--- src/rtl/core/pec15_pkg.sv ---
// Shared types, constants and the CRC table function for the PEC15 frame appender.
// No dependencies.
package pec15_pkg;

    localparam logic [15:0] CRC_POLY   = 16'h4599;
    localparam logic [15:0] CRC_SEED   = 16'd16;
    localparam int          FIFO_DEPTH = 4;
    localparam int          FIFO_AW    = $clog2(FIFO_DEPTH);
    localparam int          FIFO_CW    = $clog2(FIFO_DEPTH + 1);

    typedef struct packed {
        logic [7:0]  data;
        logic        last;
        logic [15:0] pec;
    } entry_t;

    // one table entry: idx << 7 run through 8 shifts, no 15-bit mask
    function automatic logic [15:0] crc_table_entry(input logic [7:0] idx);
        logic [15:0] r;
        r = {1'b0, idx, 7'b0};
        for (int b = 0; b < 8; b++)
        begin
            if (r[14])
            begin
                r = {r[14:0], 1'b0} ^ CRC_POLY;
            end
            else
            begin
                r = {r[14:0], 1'b0};
            end
        end
        return r;
    endfunction

endpackage

--- src/rtl/core/pec15_front.sv ---
// Front end: accepts input words, runs the byte-wise CRC update, queues word plus PEC.
// Depends on pec15_pkg.
module pec15_front
(
    input  logic                 clk,
    input  logic                 rst_n,
    input  logic                 push,
    input  logic [7:0]           data_byte,
    input  logic                 last_byte,
    input  logic                 q_full,
    output logic                 full,
    output logic                 q_wr,
    output pec15_pkg::entry_t    q_wdata
);

    logic [15:0] rem_reg;
    logic [15:0] rem_next;
    logic [15:0] rem_upd;
    logic [7:0]  idx;

    assign full  = q_full;
    assign q_wr  = push && !q_full;
    assign idx   = rem_reg[14:7] ^ data_byte;
    assign rem_upd = {rem_reg[7:0], 8'h00} ^ pec15_pkg::crc_table_entry(idx);

    always_comb
    begin
        rem_next = rem_reg;
        if (q_wr)
        begin
            rem_next = last_byte ? pec15_pkg::CRC_SEED : rem_upd;
        end
    end

    assign q_wdata.data = data_byte;
    assign q_wdata.last = last_byte;
    assign q_wdata.pec  = {rem_upd[14:0], 1'b0};

    always_ff @(posedge clk or negedge rst_n)
    begin
        if (!rst_n)
        begin
            rem_reg <= pec15_pkg::CRC_SEED;
        end
        else
        begin
            rem_reg <= rem_next;
        end
    end

endmodule

--- src/rtl/core/pec15_fifo.sv ---
// Short queue between front and back ends.
// Depends on pec15_pkg.
module pec15_fifo
(
    input  logic                 clk,
    input  logic                 rst_n,
    input  logic                 wr,
    input  pec15_pkg::entry_t    wdata,
    output logic                 full,
    input  logic                 rd,
    output pec15_pkg::entry_t    rdata,
    output logic                 empty
);

    pec15_pkg::entry_t                 mem [pec15_pkg::FIFO_DEPTH];
    logic [pec15_pkg::FIFO_AW-1:0]     wr_ptr_reg;
    logic [pec15_pkg::FIFO_AW-1:0]     wr_ptr_next;
    logic [pec15_pkg::FIFO_AW-1:0]     rd_ptr_reg;
    logic [pec15_pkg::FIFO_AW-1:0]     rd_ptr_next;
    logic [pec15_pkg::FIFO_CW-1:0]     cnt_reg;
    logic [pec15_pkg::FIFO_CW-1:0]     cnt_next;
    logic                              do_wr;
    logic                              do_rd;

    assign full  = (cnt_reg == pec15_pkg::FIFO_CW'(pec15_pkg::FIFO_DEPTH));
    assign empty = (cnt_reg == '0);
    assign do_wr = wr && !full;
    assign do_rd = rd && !empty;
    assign rdata = mem[rd_ptr_reg];

    always_comb
    begin
        wr_ptr_next = wr_ptr_reg;
        rd_ptr_next = rd_ptr_reg;
        cnt_next    = cnt_reg;
        if (do_wr)
        begin
            wr_ptr_next = (wr_ptr_reg == pec15_pkg::FIFO_AW'(pec15_pkg::FIFO_DEPTH - 1))
                        ? '0 : wr_ptr_reg + 1'b1;
        end
        if (do_rd)
        begin
            rd_ptr_next = (rd_ptr_reg == pec15_pkg::FIFO_AW'(pec15_pkg::FIFO_DEPTH - 1))
                        ? '0 : rd_ptr_reg + 1'b1;
        end
        if (do_wr && !do_rd)
        begin
            cnt_next = cnt_reg + 1'b1;
        end
        else if (do_rd && !do_wr)
        begin
            cnt_next = cnt_reg - 1'b1;
        end
    end

    always_ff @(posedge clk)
    begin
        if (do_wr)
        begin
            mem[wr_ptr_reg] <= wdata;
        end
    end

    always_ff @(posedge clk or negedge rst_n)
    begin
        if (!rst_n)
        begin
            wr_ptr_reg <= '0;
            rd_ptr_reg <= '0;
            cnt_reg    <= '0;
        end
        else
        begin
            wr_ptr_reg <= wr_ptr_next;
            rd_ptr_reg <= rd_ptr_next;
            cnt_reg    <= cnt_next;
        end
    end

endmodule

--- src/rtl/core/pec15_back.sv ---
// Back end: drains queued words into the output register, appending PEC high/low after last.
// Depends on pec15_pkg.
module pec15_back
(
    input  logic                 clk,
    input  logic                 rst_n,
    input  logic                 q_empty,
    input  pec15_pkg::entry_t    q_rdata,
    output logic                 q_rd,
    output logic                 empty,
    input  logic                 pop,
    output logic [7:0]           out_byte,
    output logic                 is_pec,
    output logic                 frame_end
);

    typedef enum logic [1:0]
    {
        ST_ECHO,
        ST_HI,
        ST_LO
    } state_t;

    state_t      state_reg;
    state_t      state_next;
    logic        valid_reg;
    logic        valid_next;
    logic [7:0]  byte_reg;
    logic [7:0]  byte_next;
    logic        pec_reg;
    logic        pec_next;
    logic        end_reg;
    logic        end_next;
    logic [15:0] crc_reg;
    logic [15:0] crc_next;
    logic        slot_free;

    assign empty     = !valid_reg;
    assign out_byte  = byte_reg;
    assign is_pec    = pec_reg;
    assign frame_end = end_reg;
    assign slot_free = !valid_reg || pop;
    assign q_rd      = slot_free && (state_reg == ST_ECHO) && !q_empty;

    always_comb
    begin
        state_next = state_reg;
        valid_next = valid_reg && !pop;
        byte_next  = byte_reg;
        pec_next   = pec_reg;
        end_next   = end_reg;
        crc_next   = crc_reg;
        if (slot_free)
        begin
            case (state_reg)
                ST_ECHO:
                begin
                    if (!q_empty)
                    begin
                        valid_next = 1'b1;
                        byte_next  = q_rdata.data;
                        pec_next   = 1'b0;
                        end_next   = 1'b0;
                        crc_next   = q_rdata.pec;
                        if (q_rdata.last)
                        begin
                            state_next = ST_HI;
                        end
                    end
                end
                ST_HI:
                begin
                    valid_next = 1'b1;
                    byte_next  = crc_reg[15:8];
                    pec_next   = 1'b1;
                    end_next   = 1'b0;
                    state_next = ST_LO;
                end
                ST_LO:
                begin
                    valid_next = 1'b1;
                    byte_next  = crc_reg[7:0];
                    pec_next   = 1'b1;
                    end_next   = 1'b1;
                    state_next = ST_ECHO;
                end
                default:
                begin
                    state_next = ST_ECHO;
                end
            endcase
        end
    end

    always_ff @(posedge clk or negedge rst_n)
    begin
        if (!rst_n)
        begin
            state_reg <= ST_ECHO;
            valid_reg <= 1'b0;
            byte_reg  <= '0;
            pec_reg   <= 1'b0;
            end_reg   <= 1'b0;
            crc_reg   <= '0;
        end
        else
        begin
            state_reg <= state_next;
            valid_reg <= valid_next;
            byte_reg  <= byte_next;
            pec_reg   <= pec_next;
            end_reg   <= end_next;
            crc_reg   <= crc_next;
        end
    end

    a_end_is_pec: assert property (@(posedge clk) disable iff (!rst_n)
        valid_reg && end_reg |-> pec_reg)
        else $error("frame_end without is_pec");

    a_hi_shows_echo: assert property (@(posedge clk) disable iff (!rst_n)
        state_reg == ST_HI |-> valid_reg && !pec_reg)
        else $error("last echo not held while PEC pending");

    a_lo_shows_hi: assert property (@(posedge clk) disable iff (!rst_n)
        state_reg == ST_LO |-> valid_reg && pec_reg && !end_reg)
        else $error("PEC high byte not held before low byte");

    a_no_read_in_pec: assert property (@(posedge clk) disable iff (!rst_n)
        state_reg != ST_ECHO |-> !q_rd)
        else $error("queue read during PEC emission");

endmodule

--- src/rtl/core/pec15_frame_appender.sv ---
// Top level of the PEC15 frame appender.
// Depends on pec15_pkg, pec15_front, pec15_fifo, pec15_back.
// Each pushed byte is echoed, and after a byte marked last the 16-bit PEC (polynomial 0x4599,
// seed 16, remainder shifted left by one) follows as two more words, high byte first, the low
// one flagged frame_end. The CRC update is one table lookup per byte in the front end, so one
// byte is accepted every cycle while the 4-entry queue has room; the back end delivers one word
// per cycle while pop is held and the queue has words, so a frame of N bytes leaves as N + 2
// words. The echo of a byte passes through the queue and then the output register on its way out.
module pec15_frame_appender
(
    input  logic        clk,
    input  logic        rst_n,
    input  logic        push,
    output logic        full,
    input  logic [7:0]  data_byte,
    input  logic        last_byte,
    output logic        empty,
    input  logic        pop,
    output logic [7:0]  out_byte,
    output logic        is_pec,
    output logic        frame_end
);

    logic                 q_wr;
    logic                 q_full;
    logic                 q_rd;
    logic                 q_empty;
    pec15_pkg::entry_t    q_wdata;
    pec15_pkg::entry_t    q_rdata;

    pec15_front u_front
    (
        .clk       (clk),
        .rst_n     (rst_n),
        .push      (push),
        .data_byte (data_byte),
        .last_byte (last_byte),
        .q_full    (q_full),
        .full      (full),
        .q_wr      (q_wr),
        .q_wdata   (q_wdata)
    );

    pec15_fifo u_fifo
    (
        .clk   (clk),
        .rst_n (rst_n),
        .wr    (q_wr),
        .wdata (q_wdata),
        .full  (q_full),
        .rd    (q_rd),
        .rdata (q_rdata),
        .empty (q_empty)
    );

    pec15_back u_back
    (
        .clk       (clk),
        .rst_n     (rst_n),
        .q_empty   (q_empty),
        .q_rdata   (q_rdata),
        .q_rd      (q_rd),
        .empty     (empty),
        .pop       (pop),
        .out_byte  (out_byte),
        .is_pec    (is_pec),
        .frame_end (frame_end)
    );

endmodule

--- config.mk ---
export PLATFORM = sky130hd
export DESIGN_NAME = pec15_frame_appender
export DESIGN_NICKNAME = d
export VERILOG_FILES = /design/src/rtl/core/pec15_pkg.sv /design/src/rtl/core/pec15_front.sv /design/src/rtl/core/pec15_fifo.sv /design/src/rtl/core/pec15_back.sv /design/src/rtl/core/pec15_frame_appender.sv
export SDC_FILE = /design/constraint.sdc
export NUM_CORES = 1
export LEC_CHECK = 0
export BUFFER_PORTS_ARGS = -buffer_cell sky130_fd_sc_hd__buf_4
export CORE_MARGIN = 5
export CORE_UTILIZATION = 61
export CTS_CLUSTER_DIAMETER = 60
export DETAILED_ROUTE_END_ITERATION = 6
export GPL_TIMING_DRIVEN = 0
export HOLD_SLACK_MARGIN = 0.12
export PLACE_DENSITY = 0.8
export SYNTH_ARGS = -nofsm -noshare
export SYNTH_HDL_FRONTEND = slang
export SYNTH_SLANG_ARGS = --single-unit
--- constraint.sdc ---
create_clock -name clk -period 3.55 [get_ports clk]
set_input_delay 0.355 -clock clk [delete_from_list [all_inputs] [get_ports clk]]
set_output_delay 0.355 -clock clk [all_outputs]
set_load 0.02 [all_outputs]
==> flow_summary.json <==
{
  "timing.fmax_mhz": 316,
  "insertion_delay_ns": 0.52,
  "grt_use_total": 0.220,
  "largest_register_ffs": 96,
  "grt_antenna_before_repair": 0,
  "layout-drive-gt1-share": 0.238,
  "synth_nets": 392,
  "drt_iter0_drc": 244,
  "vias_per_cell": 5.77,
  "area_growth_pct": 16.2,
  "cpMaxStageDelayCell": "clkbuf_1",
  "synth.distinct_cells": 39,
  "grt_start_max_net_pins": 51,
  "yosysSeqAreaShare": 0.664,
  "synth_edf_count": 96,
  "nets": 445,
  "drt_first_pass_iters": 5,
  "port_buffers": 24,
  "clk_pin_slew_ns": 0.06,
  "die_h_um": 111,
  "die_w_um": 111,
  "cp_common_cell": "inv_1",
  "cts_tree": "yes",
  "worst_pin_slew_ns": 1.27,
  "syn_area_mm2": 0.00623,
  "finalSetupViolations": 0,
  "wirelength_um": 12400,
  "avgSynthCellArea_um2": 17.0,
  "ys.flop_type": "edfxtp_1",
  "netlist_top_cells_area": "edfxtp_1 46%, dfrtp_1 20%, mux4_2 8.7%, mux2_2 3.4%, xnor2_1 3.4%",
  "cp_cell_sequence": "inv_1, ha_1, and3_1, clkbuf_1, clkbuf_1, inv_1, ha_1, inv_1, fa_1, mux2_2",
  "pin_count": 25,
  "cts_root_buffer": "clkbuf_8",
  "routabilityCongestion": 0.758,
  "min_path_type": "in -> reg",
  "clkSinkCount": 146,
  "cts_buffers": 17,
  "final_util": 0.734,
  "grt_pass1_vias": 3435,
  "crit_fanout": 10,
  "yosysWarnings": 0,
  "status": "complete, no violations",
  "post-route-min-period_ns": 3.17,
  "grt_setup_unrepaired": "no",
  "dieArea_mm2": 0.0123,
  "worstPathArrival_ns": 3.57,
  "grt_pass1_wl_um": 19900,
  "via_count": 3260,
  "start_util": 0.631,
  "nFillCells": 604,
  "worstSetupPathType": "reg -> reg",
  "cts.hold.buffers_added": 10,
  "dpl_cell_area_mm2": 0.00658,
  "hold_viol": 0,
  "startpoint_type": "register",
  "final_area_mm2": 0.00724,
  "design.core.area_mm2": 0.00986,
  "regToRegSetupSlack_ns": 0.38,
  "synth_largest_area_cell": "edfxtp_1",
  "synth_top_area_share": 0.463,
  "finalClockSkew_ns": 0.00592,
  "hpwl_um": 7880,
  "remaining_drc_errors": 0,
  "clockBufferDepth": 2,
  "path_buf_inv": 5,
  "cts_resized": 0,
  "ant_nets": 0,
  "critPathCaptureType": "register",
  "antenna_cells": 0,
  "setup-tns-final_ns": 0,
  "htreeDepth": 4,
  "post_cts_buffers": 0,
  "ys_ff_latch": 146,
  "slew_headroom": 0.156,
  "fin_crit_sh": 0.892,
  "crit_family": "buffers and inverters",
  "maxCapViolations": 0,
  "ys_async_sr_fraction": 0.342,
  "overflow": 0,
  "wire_per_inst_um": 22.0,
  "maxSlewViolCount": 0,
  "synth_cells": 366,
  "rows": 36,
  "slowest_delay_ns": 0.52,
  "cp.required_ns": 3.95
}
-- worst register-to-register path, stage by stage, from the launching register on --
cell	delay [ns]
dfrtp_1	0.42
inv_1	0.13
ha_1	0.24
and3_1	0.18
clkbuf_1	0.43
clkbuf_1	0.52
inv_1	0.15
ha_1	0.24
inv_1	0.08
fa_1	0.39
mux2_2	0.27
-- stage by stage --
stage | setup slack [ns] | std cells | hold slack [ns]
finish | 0.385 | 565 | 0.156
global route | 0.205 | 565 | 0.161
CTS | 0.356 | 565 | 0.128
detailed placement | 0.410 | 523 | 0.426
global placement | 0.526 | 523 | 0.419
floorplan | 0.895 | 366 | 0.0594
-- per-layer routing --
metal  GRT usage  vias to the layer above  wire, um  part of all wire
li1            -                     1479         -                 -
met1       0.290                     1660      5050              0.41
met2       0.358                      111      6430              0.52
met3      0.0633                       10       817             0.066
met4      0.0697                        0       123            0.0099
met5           0                        -         0                 0
-- cells in the mapped netlist, types with 5 or more instances --
master and n:
a22o_1 9, a22oi_1 7, clkbuf_1 13, dfrtp_1 49, edfxtp_1 96, ha_1 12, inv_1 11, mux2_2 19
mux4_2 24, nand2_1 23, nor2_1 5, o21ai_0 20, xnor2_1 24, xor2_1 12
-- logic make-up (layout without fill, tap and decap cells) --
| group | count (synthesis) | after routing | synth area share |
|---|---|---|---|
| AOI/OAI and AO/OA | 48 | 48 | 0.0508 |
| muxes | 43 | 43 | 0.121 |
| xor gates and xnor gates | 47 | 47 | 0.0894 |
| adders and majority gates | 13 | 13 | 0.0273 |
| DFF | 146 | 146 | 0.664 |
| buffers and inverters | 27 | 93 | 0.0165 |
| and+or+nand+nor | 42 | 42 | 0.0309 |
-- cell type report --
cell class | count | area (um^2) | share of cell area
sequential | 146 | 4140 | 0.571
clock buffer | 18 | 418 | 0.0577
clock inverter | 14 | 145 | 0.0201
buffer | 15 | 57.6 | 0.00795
inverter | 12 | 45.0 | 0.00622
tap | 133 | 166 | 0.0230
multi-input combinational | 193 | 1990 | 0.275
timing repair buffer | 34 | 280 | 0.0387
-- final timing paths --
path	cells past startpoint	endpoint	start
worst max-delay path	10	u_fifo.cnt_reg[1]$_DFFE_PN0P_	u_back.state_reg[0]$_DFFE_PN0P_
worst min-delay path	3	u_back.valid_reg$_DFF_PN0_	pop
worst max register to register	10	u_fifo.cnt_reg[1]$_DFFE_PN0P_	u_back.state_reg[0]$_DFFE_PN0P_
worst min register to register	2	u_back.out_byte[2]$_DFFE_PN0P_	u_back.out_byte[2]$_DFFE_PN0P_
max in group asynchronous	2	u_front.rem_reg[0]$_DFFE_PN0P_	rst_n
min in group asynchronous	2	u_back.out_byte[3]$_DFFE_PN0P_	rst_n
-- cells in the final DEF, fill, tap and decap left out, types with 14 or more instances in the layout --
cell type	n
clkbuf_1	14
dfrtp_1	49
o21ai_0	20
xnor2_1	24
mux2_2	19
nand2_1	23
buf_4	24
mux4_2	24
edfxtp_1	96
clkbuf_16	16
Power is left out: the tool's default activity adds up to more than one toggle a clock period on the data nets, which glitch-free logic cannot reach.
